File: src/sv/blr_pkg.sv
package blr_pkg;

   localparam int unsigned COORD_BITS_DEFAULT = 6;

   typedef enum logic [0:0] {
      ST_IDLE,
      ST_RUN
   } blr_state_type;

   // controller to datapath
   typedef struct packed {
      logic load;
      logic step;
   } blr_cmd_type;

   // datapath to controller
   typedef struct packed {
      logic last;
   } blr_status_type;

endpackage

File: src/sv/blr_ctrl.sv
module blr_ctrl (
   input  logic                    clock,
   input  logic                    reset,
   input  logic                    req_tvalid,
   output logic                    req_tready,
   output logic                    rsp_tvalid,
   input  logic                    rsp_tready,
   output blr_pkg::blr_cmd_type    cmd,
   input  blr_pkg::blr_status_type status
);

   blr_pkg::blr_state_type state_ff, state_in;

   always_ff @(posedge clock) begin
      if (reset) begin
         state_ff <= blr_pkg::ST_IDLE;
      end else begin
         state_ff <= state_in;
      end
   end

   always_comb begin
      state_in   = state_ff;
      req_tready = 1'b0;
      rsp_tvalid = 1'b0;
      cmd        = '0;
      unique case (state_ff)
         blr_pkg::ST_IDLE: begin
            req_tready = 1'b1;
            if (req_tvalid) begin
               cmd.load = 1'b1;
               state_in = blr_pkg::ST_RUN;
            end
         end
         blr_pkg::ST_RUN: begin
            rsp_tvalid = 1'b1;
            if (rsp_tready) begin
               if (!status.last) begin
                  cmd.step = 1'b1;
               end else begin
                  // end point taken: the next line may load in the same cycle
                  req_tready = 1'b1;
                  if (req_tvalid) begin
                     cmd.load = 1'b1;
                  end else begin
                     state_in = blr_pkg::ST_IDLE;
                  end
               end
            end
         end
         default: state_in = blr_pkg::ST_IDLE;
      endcase
   end

endmodule

File: src/sv/blr_dpath.sv
module blr_dpath #(
   parameter int unsigned COORD_BITS = blr_pkg::COORD_BITS_DEFAULT
) (
   input  logic                    clock,
   input  logic                    reset,
   input  blr_pkg::blr_cmd_type    cmd,
   output blr_pkg::blr_status_type status,
   input  logic [COORD_BITS-1:0]   x_start,
   input  logic [COORD_BITS-1:0]   y_start,
   input  logic [COORD_BITS-1:0]   x_end,
   input  logic [COORD_BITS-1:0]   y_end,
   output logic [COORD_BITS-1:0]   pixel_x,
   output logic [COORD_BITS-1:0]   pixel_y
);

   localparam int unsigned CW = COORD_BITS;
   localparam int unsigned DW = COORD_BITS + 3;
   localparam int unsigned SW = COORD_BITS + 1;

   logic [CW-1:0]        cur_x_ff, cur_x_in;
   logic [CW-1:0]        cur_y_ff, cur_y_in;
   logic signed [DW-1:0] decision_ff, decision_in;
   logic signed [DW-1:0] inc_neg_ff, inc_neg_in;
   logic signed [DW-1:0] inc_pos_ff, inc_pos_in;
   logic [SW-1:0]        steps_ff, steps_in;
   logic                 xdown_ff, xdown_in;
   logic                 ydown_ff, ydown_in;
   logic                 steep_ff, steep_in;

   logic                 xdown, ydown, steep;
   logic [CW-1:0]        delta_x, delta_y, dmaj, dmin;
   logic signed [DW-1:0] dmaj_ext, dmin2_ext;
   logic                 minor_step;
   logic [CW-1:0]        x_next, y_next;

   always_comb begin
      xdown     = x_end < x_start;
      ydown     = y_end < y_start;
      delta_x   = xdown ? x_start - x_end : x_end - x_start;
      delta_y   = ydown ? y_start - y_end : y_end - y_start;
      steep     = delta_y > delta_x;
      dmaj      = steep ? delta_y : delta_x;
      dmin      = steep ? delta_x : delta_y;
      dmaj_ext  = signed'({{(DW-CW){1'b0}}, dmaj});
      dmin2_ext = signed'({{(DW-CW-1){1'b0}}, dmin, 1'b0});

      minor_step = !decision_ff[DW-1];
      x_next     = xdown_ff ? cur_x_ff - 1'b1 : cur_x_ff + 1'b1;
      y_next     = ydown_ff ? cur_y_ff - 1'b1 : cur_y_ff + 1'b1;

      cur_x_in    = cur_x_ff;
      cur_y_in    = cur_y_ff;
      decision_in = decision_ff;
      inc_neg_in  = inc_neg_ff;
      inc_pos_in  = inc_pos_ff;
      steps_in    = steps_ff;
      xdown_in    = xdown_ff;
      ydown_in    = ydown_ff;
      steep_in    = steep_ff;

      priority if (cmd.load) begin
         cur_x_in    = x_start;
         cur_y_in    = y_start;
         decision_in = dmin2_ext - dmaj_ext;
         inc_neg_in  = dmin2_ext;
         inc_pos_in  = dmin2_ext - (dmaj_ext <<< 1);
         steps_in    = {1'b0, dmaj} + 1'b1;
         xdown_in    = xdown;
         ydown_in    = ydown;
         steep_in    = steep;
      end else if (cmd.step) begin
         steps_in = steps_ff - 1'b1;
         if (steep_ff) begin
            cur_y_in = y_next;
            if (minor_step) cur_x_in = x_next;
         end else begin
            cur_x_in = x_next;
            if (minor_step) cur_y_in = y_next;
         end
         decision_in = decision_ff + (minor_step ? inc_pos_ff : inc_neg_ff);
      end else begin
         steps_in = steps_ff;
      end
   end

   always_ff @(posedge clock) begin
      if (reset) begin
         steps_ff <= '0;
      end else begin
         steps_ff <= steps_in;
      end
   end

   always_ff @(posedge clock) begin
      cur_x_ff    <= cur_x_in;
      cur_y_ff    <= cur_y_in;
      decision_ff <= decision_in;
      inc_neg_ff  <= inc_neg_in;
      inc_pos_ff  <= inc_pos_in;
      xdown_ff    <= xdown_in;
      ydown_ff    <= ydown_in;
      steep_ff    <= steep_in;
   end

   assign status.last = steps_ff == SW'(1);
   assign pixel_x     = cur_x_ff;
   assign pixel_y     = cur_y_ff;

endmodule

File: src/sv/bresenham_line_rasterizer.sv
// Bresenham line rasterizer. Each request word carries a line's start and end
// point; the block answers with every pixel of the line, start point first and
// end point last, the end point marked by rsp_tlast. A line has
// max(|dx|,|dy|)+1 pixels, one per cycle while rsp_tready is high. A line
// taken from idle is first loaded, then shown; the next request is loaded in
// the cycle that the end point is taken, so back-to-back lines need no load
// step between them. The pixel stepper holds one line at a time and the pixel
// register is the output stage.
module bresenham_line_rasterizer #(
   parameter int unsigned COORD_BITS = blr_pkg::COORD_BITS_DEFAULT
) (
   input  logic                                 clock,
   input  logic                                 reset,
   input  logic                                 req_tvalid,
   output logic                                 req_tready,
   // x_start, y_start, x_end, y_end, zero pad
   input  logic [((4*COORD_BITS+7)/8)*8-1:0]    req_tdata,
   output logic                                 rsp_tvalid,
   input  logic                                 rsp_tready,
   // pixel_x, pixel_y, zero pad
   output logic [((2*COORD_BITS+7)/8)*8-1:0]    rsp_tdata,
   // last_pixel
   output logic                                 rsp_tlast
);

   localparam int unsigned RSP_W = ((2*COORD_BITS+7)/8)*8;

   blr_pkg::blr_cmd_type    cmd;
   blr_pkg::blr_status_type status;
   logic [COORD_BITS-1:0]   pixel_x, pixel_y;

   blr_ctrl u_ctrl (
      .clock      (clock),
      .reset      (reset),
      .req_tvalid (req_tvalid),
      .req_tready (req_tready),
      .rsp_tvalid (rsp_tvalid),
      .rsp_tready (rsp_tready),
      .cmd        (cmd),
      .status     (status)
   );

   blr_dpath #(
      .COORD_BITS (COORD_BITS)
   ) u_dpath (
      .clock   (clock),
      .reset   (reset),
      .cmd     (cmd),
      .status  (status),
      .x_start (req_tdata[COORD_BITS-1:0]),
      .y_start (req_tdata[2*COORD_BITS-1:COORD_BITS]),
      .x_end   (req_tdata[3*COORD_BITS-1:2*COORD_BITS]),
      .y_end   (req_tdata[4*COORD_BITS-1:3*COORD_BITS]),
      .pixel_x (pixel_x),
      .pixel_y (pixel_y)
   );

   assign rsp_tdata = RSP_W'({pixel_y, pixel_x});
   assign rsp_tlast = status.last;

endmodule

File: config.mk
export PLATFORM = sky130hd
export DESIGN_NAME = bresenham_line_rasterizer
export DESIGN_NICKNAME = d
export VERILOG_FILES = /design/src/sv/blr_pkg.sv /design/src/sv/blr_ctrl.sv /design/src/sv/blr_dpath.sv /design/src/sv/bresenham_line_rasterizer.sv
export SDC_FILE = /design/constraint.sdc
export NUM_CORES = 1
export LEC_CHECK = 0
export BUFFER_PORTS_ARGS = -buffer_cell sky130_fd_sc_hd__buf_2
export CAP_MARGIN = 20
export CORE_MARGIN = 1.5
export CORE_UTILIZATION = 30
export DETAILED_ROUTE_END_ITERATION = 16
export HOLD_SLACK_MARGIN = 0.15
export PLACE_DENSITY = 0.56
export SETUP_SLACK_MARGIN = 0.3
export SYNTH_ARGS = -nofsm -noshare
export SYNTH_HDL_FRONTEND = slang
export SYNTH_SLANG_ARGS = --single-unit
export TNS_END_PERCENT = 20
File: constraint.sdc
create_clock -name clock -period 5.85 [get_ports clock]
set_clock_uncertainty 0.1 [all_clocks]
set_input_delay 0.585 -clock clock [delete_from_list [all_inputs] [get_ports clock]]
set_output_delay 0.585 -clock clock [all_outputs]
set_load 0.01 [all_outputs]
==> results of run 1 <==
[Yosys cell counts, types with 8 or more instances]
library cell / n
edfxtp_1: 36
inv_1: 69
a21o_1: 12
a21oi_1: 50
a31oi_1: 10
nor3_1: 10
dfxtp_1: 8
xnor2_1: 23
nand3_1: 11
nor2b_1: 10
xor2_1: 8
o21ai_0: 15
nand4_1: 9
mux2_2: 9
nor2_1: 31
ha_1: 50
nand2_1: 33
[repair_timing]
action | 4_1_cts | 5_1_grt
hold buffers | 0 | 0
gates resized for setup | 0 | 4
hold endpoints to repair | 0 | 0
setup endpoints to repair | 0 | 2
buffers inserted | 0 | 0
[logic make-up after synthesis]
logic type | share of synthesized area, %
and+or+nand+nor | 14.9
DFF | 27.0
other | 0.0814
muxes | 4.54
xor gates and xnor gates | 5.90
buffers and inverters | 8.02
AOI/OAI and AO/OA | 22.3
adders and majority gates | 17.3
[layout make-up]
| class | instances | area, µm² |
|---|---|---|
| Clock buffer | 6 | 139 |
| Clock inverter | 2 | 12.5 |
| Sequential cell | 44 | 1240 |
| Inverter | 72 | 270 |
| Timing Repair Buffer | 49 | 267 |
| Tap cell | 188 | 235 |
| Multi-Input combinational cell | 394 | 3010 |
| Fill cell | 1538 | 9910 |
[where the power goes]
part	internal [W]	total [W]	switching, W	leakage (nW)
combinational	0.000645	0.00145	0.000802	1.79
clock	0.000171	0.000302	0.000131	0.0777
sequential	0.000511	0.000579	0.0000683	0.413
total	0.00133	0.00233	0.00100	2.28
[per-layer routing]
metal / GRT usage [%] / up-vias / wire length [µm]
li1: - / 1961 / -
met1: 18.8 / 1844 / 5340
met2: 24.8 / 61 / 5350
met3: 1.60 / 12 / 340
met4: 4.48 / 0 / 191
met5: 0 / - / 0
[registers in the layout, indices dropped and copies added (netlist names), 6 cells and up]
register,flops
u_dpath.decision_ff,8
u_dpath.inc_neg_ff,6
u_dpath.inc_pos_ff,7
u_dpath.pixel_x,6
u_dpath.pixel_y,6
u_dpath.steps_ff,7
[through the flow]
| stage | setup WS [ns] | hold slack [ns] | instance area [µm²] |
|---|---|---|---|
| 3_5_place_dp | 0.362 | 0.373 | 5010 |
| 2_1_floorplan | 0.673 | 0.346 | 4620 |
| 3_3_place_gp | 0.569 | 0.361 | 5010 |
| 5_1_grt | 0.356 | 0.431 | 5180 |
| 4_1_cts | 0.626 | 0.381 | 5170 |
| 6_report | 0.708 | 0.381 | 5180 |
[final timing paths]
path                            endpoint  cells after the start
setup / recovery  u_dpath.decision_ff[6]                     25
hold / removal       u_dpath.steps_ff[6]                      2
setup reg to reg     u_dpath.steps_ff[5]                     10
hold reg to reg      u_dpath.steps_ff[6]                      2
[worst max-delay path, delay by kind of cell]
family | cells | cell delay [ns]
AOI/OAI and AO/OA | 10 | 1.73
and+or+nand+nor | 4 | 0.56
buffers and inverters | 5 | 0.49
muxes | 1 | 0.17
adders and majority gates | 5 | 1.54
==> results.txt, run 1 <==
final worst-path cycle share: 87.9%
DR WL/cell: 14.9 µm
layout cells sized above 1: 17.5%
GRT overflow: 0
# DRC: 0
Clock Latency Late Sink: 0.29 ns
fin cells: 755
Slew @ Worst Pin: 0.945 ns
critical path data required time: 5.78 ns
GPL Wtd Cong: 0.926
commonest non-fill, non-tap cell in the layout: inv_1
first-pass GRT wire length: 18800 µm
vias: 3878
R2R Setup Slk: 2.61 ns
synth unique cells: 82
critical path type: in2reg
setup violators final: 0
Detailed Routing Iterations Pass 1: 4
Max Fclk: 194 MHz
Chip Width: 127 µm
Gate Count Post-Synth: 527
number of global-route vias before repair: 3875
Nets: 651
chip height: 127 µm
initial antenna violation count: 0
Synth Warn #: 0
antenna viol nets, final: 0
Avg Cell Area, Syn: 8.74 µm²
Worst VDD drop: 142 µV
Post-synth EDFFs: 36
commonest non-fill, non-tap cells in the layout: 69 x inv_1, 50 x a21oi_1, 49 x ha_1, 42 x buf_2, 36 x edfxtp_1
pin count of the biggest net entering global routing: 50
Inst Count DP: 747
top cells by area, synth: edfxtp_1 23%, ha_1 14%, inv_1 5.6%
CP max stage cell: fa_1
sequential fraction of the synthesis area: 27.0%
total power after layout: 0.00233 W
dpl hpwl: 8710 µm
Slew HR: 36.7%
cts bufs inserted: 5
Total Neg Setup Slack: 0 ns
initial detailed-routing violation count: 267
Root Buffer: clkbuf_16
min cycle time layout: 5.14 ns
top_reg_cell synth: edfxtp_1
PwrDens: 450 nW/µm²
crit end category: flop
leading area contributor after synthesis: edfxtp_1
Slew Limit Fails: 0
Hold/Removal Path Class: reg2reg
HP Start: u_dpath.steps_ff[6]
Hold Violations, Final: 0
H-tree Lvls: 2
diode count: 0
final wirelength: 11200 µm
Ports: 47
RSZ-0062 raised after global routing: no
core area: 15100 µm²
Synth top area share: 23.5%
CTS Sinks: 44
Worst EP arrival: 5.07 ns
Worst path max stage delay: 0.39 ns
Vias/cell: 5.14
input/output buffers: 42
Pleak: 2.28 nW
CTS Buffer Depth: 2
CP startpoint kind: input pin
#FFs+latches synth: 44
outcome: finished, final reports clean
mapped cell area: 4600 µm²
die area: 16100 µm²
max_cap viols: 0
Crit Path Max Fanout: 18
Rows: 45
CTS tree: yes
Total GRT Usage: 14.3%
Worst R2R Start: u_dpath.steps_ff[2]
CP startpoint: req_tdata[18]
synthesis-to-layout area growth: 12.4%
asr flop ratio synth: 0%
starting density of the core: 30.5%
Final Util: 34.3%
clock-pin slew on the worst setup and hold paths: 0.07 ns
Power figures use the tool's default switching activity.
==> inputs of run 2 (changes only) <==
==> constraint.sdc (replaced) <==
create_clock -name clock -period 6.5 [get_ports clock]
set_clock_uncertainty 0.1 [all_clocks]
set_input_delay 0.65 -clock clock [delete_from_list [all_inputs] [get_ports clock]]
set_output_delay 0.65 -clock clock [all_outputs]
set_load 0.01 [all_outputs]
==> results.txt, run 2 (synthesized netlist as in run 1, its figures left out) <==
Slew Limit Fails: 0
layout cells sized above 1: 16.8%
number of global-route vias before repair: 3725
commonest non-fill, non-tap cells in the layout: 69 x inv_1, 50 x a21oi_1, 50 x ha_1, 42 x buf_2, 36 x edfxtp_1
die area: 16100 µm²
min cycle time layout: 5.54 ns
Detailed Routing Iterations Pass 1: 6
final wirelength: 11400 µm
synthesis-to-layout area growth: 12.3%
Ports: 47
input/output buffers: 42
cts hold-fix bufs: 0
H-tree Lvls: 2
Total Neg Setup Slack: 0 ns
Worst EP arrival: 5.47 ns
hold path cells: 2
PwrDens: 410 nW/µm²
fin cells: 754
Inst Count DP: 746
CTS Buffer Depth: 2
largest registers: u_dpath.decision_ff x8, u_dpath.inc_pos_ff x7, u_dpath.steps_ff x7
Max Fclk: 181 MHz
starting density of the core: 30.5%
Total GRT Usage: 14.5%
Worst Hold End: u_dpath.steps_ff[6]
CTS tree: yes
Slew @ Worst Pin: 0.907 ns
diode count: 0
Vias/cell: 5.15
max reg flops: 8
Worst VDD drop: 149 µV
CP startpoint kind: input pin
Chip Width: 127 µm
Hold Violations, Final: 0
Slew HR: 39.5%
dpl hpwl: 8880 µm
Pleak: 2.28 nW
Biggest register: u_dpath.decision_ff
max_cap viols: 0
Nets: 650
RSZ-0062 raised after global routing: no
core area: 15100 µm²
postcts setup bufs: 0
initial antenna violation count: 0
Root Buffer: clkbuf_16
cts bufs inserted: 5
Crit Path Max Fanout: 18
Hold/Removal Path Class: reg2reg
outcome: finished, final reports clean
R2R Path End: u_dpath.steps_ff[5]
Clock Latency Late Sink: 0.29 ns
Rows: 45
R2R Setup Slk: 3.29 ns
critical path data required time: 6.43 ns
# DRC: 0
CTS Sinks: 44
chip height: 127 µm
pin count of the biggest net entering global routing: 50
total power after layout: 0.00212 W
crit end category: flop
cell depth of the worst flop-to-flop path: 10
FILL cells: 1572
clock-pin slew on the worst setup and hold paths: 0.06 ns
GRT overflow: 0
setup violators final: 0
Worst R2R Start: u_dpath.steps_ff[2]
DR WL/cell: 15.2 µm
final worst-path cycle share: 85.2%
first-pass GRT wire length: 18900 µm
HP Start: u_dpath.steps_ff[6]
commonest non-fill, non-tap cell in the layout: inv_1
Post-CTS Resized: 0
critical path type: in2reg
vias: 3883
initial detailed-routing violation count: 194
antenna viol nets, final: 0
Final Util: 34.3%
GPL Wtd Cong: 0.914
==> run 2: changes by cell type in the layout (fill, tap and decap cells not counted), sizes merged <==
cell	previous run	this run
buf	49	48
bufinv	0	1
clkinv	0	1
inv	74	72
==> run 2: cell type report <==
type                    count  area [µm²]  area share [%]
inverters                  72         270            5.23
flip-flops and latches     44        1240            24.0
repair buffers             48         255            4.94
clock buffers               6         129            2.49
well taps                 188         235            4.55
multi-input cells         394        3010            58.1
clock inverters             2        35.0           0.677
==> run 2: worst max-delay path, stage by stage <==
cell and delay (ns):
buf_2 0.09, inv_1 0.05, ha_1 0.42, a21o_2 0.22
nand3_2 0.14, a2111oi_1 0.69, o31ai_1 0.20, o41ai_2 0.12
inv_1 0.09, ha_1 0.35, a21boi_1 0.16, o32ai_2 0.47
inv_1 0.11, buf_4 0.23, o21ai_0 0.14, o22ai_1 0.12
ha_1 0.24, a31oi_1 0.17, maj3_1 0.19, nand2_1 0.08
a41oi_2 0.20, mux2i_1 0.22, nand4_1 0.10
==> run 2: where the power goes <==
part           internal [W]  total, W  switching (W)
logic              0.000576   0.00131       0.000735
clock network      0.000181  0.000287       0.000106
registers          0.000460  0.000522      0.0000616
total               0.00122   0.00212       0.000903
==> run 2: routing by layer <==
metal / vias to the layer above / share of wire (%) / track usage, %
met5: - / 0 / 0
met4: 0 / 1.5 / 4.41
met3: 9 / 3.0 / 1.60
met2: 77 / 48 / 24.6
met1: 1844 / 48 / 19.5
li1: 1953 / - / -
==> run 2: worst max path at each step <==
| stage | start | to | depth (start not counted) |
|---|---|---|---|
| CTS | req_tdata[5] | u_dpath.decision_ff[6] | 22 |
| detailed placement | req_tdata[5] | u_dpath.decision_ff[6] | 22 |
| floorplan | req_tdata[5] | u_dpath.decision_ff[6] | 23 |
| finish | req_tdata[2] | u_dpath.decision_ff[6] | 23 |
| global route | req_tdata[5] | u_dpath.decision_ff[6] | 22 |
| global placement | req_tdata[5] | u_dpath.decision_ff[6] | 22 |
==> run 2: per-stage QoR <==
stage / hold WS [ns] / setup WS (ns) / area, µm²
after floorplan: 0.346 / 1.26 / 4620
after global placement: 0.360 / 0.934 / 5010
after detailed placement: 0.376 / 0.746 / 5010
after CTS: 0.385 / 1.04 / 5170
after global routing: 0.404 / 0.527 / 5170
final: 0.385 / 0.964 / 5170
==> inputs of run 3 (changes only) <==
--- a/config.mk
+++ b/config.mk
@@ -7,6 +7,7 @@
 export LEC_CHECK = 0
 export BUFFER_PORTS_ARGS = -buffer_cell sky130_fd_sc_hd__buf_2
 export CAP_MARGIN = 20
+export CORE_ASPECT_RATIO = 1.2
 export CORE_MARGIN = 1.5
 export CORE_UTILIZATION = 30
 export DETAILED_ROUTE_END_ITERATION = 16
==> results.txt, run 3 (synthesized netlist as in run 1, its figures left out) <==
H-tree Lvls: 2
starting density of the core: 30.7%
first-pass GRT wire length: 19000 µm
total power after layout: 0.00210 W
layout cells sized above 1: 16.8%
CP startpoint kind: input pin
number of global-route vias before repair: 3880
final worst-path cycle share: 83.2%
DR WL/cell: 14.8 µm
Total Neg Setup Slack: 0 ns
Slew HR: 39.6%
CTS Buffer Depth: 2
clock-pin slew on the worst setup and hold paths: 0.07 ns
end of the critical path: u_dpath.decision_ff[6]
crit end category: flop
PwrDens: 405 nW/µm²
input/output buffers: 42
R2R Path End: u_dpath.steps_ff[5]
setup violators final: 0
cell breakdown of the critical path: buf_2 > inv_1 > ha_1 > a21o_2 > nand3_2 > a2111oi_1 > o31ai_1 > o41ai_2 > inv_1 > ha_1 > nand4_1 > a21oi_1 > o32ai_2 > inv_1 > buf_4 > o21ai_0 > o22ai_1 > ha_1 > a31oi_1 > maj3_1 > nand2_1 > a41oi_2 > mux2i_1 > nand4_1
chip height: 139 µm
Chip Width: 116 µm
GPL Wtd Cong: 0.928
Hold/Removal Path Class: reg2reg
antenna viol nets, final: 0
Slew @ Worst Pin: 0.905 ns
commonest non-fill, non-tap cell in the layout: inv_1
# DRC: 0
core area: 15000 µm²
Slew Limit Fails: 0
die area: 16100 µm²
Max Used Layer: met4
RSZ-0062 raised after global routing: no
outcome: finished, final reports clean
cts hold-fix bufs: 0
Rows: 49
Vias/cell: 4.98
Worst VDD drop: 151 µV
Detailed Routing Iterations Pass 1: 4
GRT overflow: 0
Clock Latency Late Sink: 0.29 ns
dpl hpwl: 9020 µm
Worst path max stage delay: 0.65 ns
Hold Violations, Final: 0
Root Buffer: clkbuf_16
cts bufs inserted: 5
Crit Path Max Fanout: 18
Nets: 649
max_cap viols: 0
CP max stage cell: a2111oi_1
initial detailed-routing violation count: 169
critical path type: in2reg
R2R Setup Slk: 3.21 ns
Post-CTS Resized: 0
CTS tree: yes
Total GRT Usage: 14.6%
CP startpoint: req_tdata[2]
Max Fclk: 185 MHz
commonest non-fill, non-tap cells in the layout: 69 x inv_1, 50 x a21oi_1, 50 x ha_1, 42 x buf_2, 36 x edfxtp_1
vias: 3828
hold slack: 0.384 ns
Pleak: 2.28 nW
Ports: 47
cell depth of the worst flop-to-flop path: 10
diode count: 0
final wirelength: 11400 µm
CTS Sinks: 44
critical path data required time: 6.44 ns
Met3 Wirelength: 327 µm
Biggest register: u_dpath.decision_ff
Worst R2R Start: u_dpath.steps_ff[2]
Worst EP arrival: 5.35 ns
initial antenna violation count: 0
postcts setup bufs: 0
max reg flops: 8
pin count of the biggest net entering global routing: 50
met2 WL post-DR: 5630 µm
synthesis-to-layout area growth: 12.5%
largest registers: u_dpath.decision_ff x8, u_dpath.inc_pos_ff x7, u_dpath.steps_ff x7
min cycle time layout: 5.41 ns
Met1 Wirelength: 5250 µm
[run 3: changes by cell type in the layout (fill, tap and decap cells not counted)]
cell and change:
buf_4 -1, bufinv_16 -1, clkbuf_1 -1, clkbuf_16 +1, inv_4 +1
[run 3: cell type report]
type | count | area, µm²
Tap cell | 204 | 255
Inverter | 72 | 270
Sequential cell | 44 | 1240
Multi-Input combinational cell | 394 | 3010
Clock inverter | 2 | 11.3
Fill cell | 1567 | 9840
Clock buffer | 6 | 150
Timing Repair Buffer | 47 | 248
[run 3: routing by layer]
layer,GRT usage (%),vias to the layer above
li1,-,1960
met1,18.7,1795
met2,26.1,61
met3,1.35,12
met4,3.85,0
met5,0,-
[run 3: power by group]
group	internal, W	switching [W]
Sequential	0.000460	0.0000614
Combinational	0.000574	0.000722
Clock	0.000166	0.000115
[run 3: worst min path at each step]
stage,from,to,slack (ns),cells past startpoint
final,u_dpath.steps_ff[6],u_dpath.steps_ff[6],0.38,2
after global routing,u_dpath.steps_ff[3],u_dpath.steps_ff[3],0.41,2
after detailed placement,u_dpath.steps_ff[6],u_dpath.steps_ff[6],0.37,2
after CTS,u_dpath.steps_ff[6],u_dpath.steps_ff[6],0.38,2
after floorplan,u_dpath.steps_ff[6],u_dpath.steps_ff[6],0.35,2
after global placement,u_dpath.steps_ff[6],u_dpath.steps_ff[6],0.36,2
[run 3: critical path: cells and delay by family]
family          cells  cell delay (ns)
compound gates     10             2.02
fa+ha+maj           4             1.44
buf+inv             5             0.57
simple gates        4             0.49
mux                 1             0.16
[run 3: per-stage QoR]
| step | util [%] | cell area, µm² | setup WS (ns) | instances |
|---|---|---|---|---|
| 2_1_floorplan | - | 4620 | 1.26 | 530 |
| 3_3_place_gp | 33.4 | 5020 | 0.985 | 761 |
| 3_5_place_dp | 33.4 | 5020 | 0.836 | 761 |
| 4_1_cts | 34.5 | 5180 | 1.10 | 769 |
| 5_1_grt | 34.5 | 5180 | 0.591 | 769 |
| 6_report | 34.5 | 5180 | 1.09 | 769 |
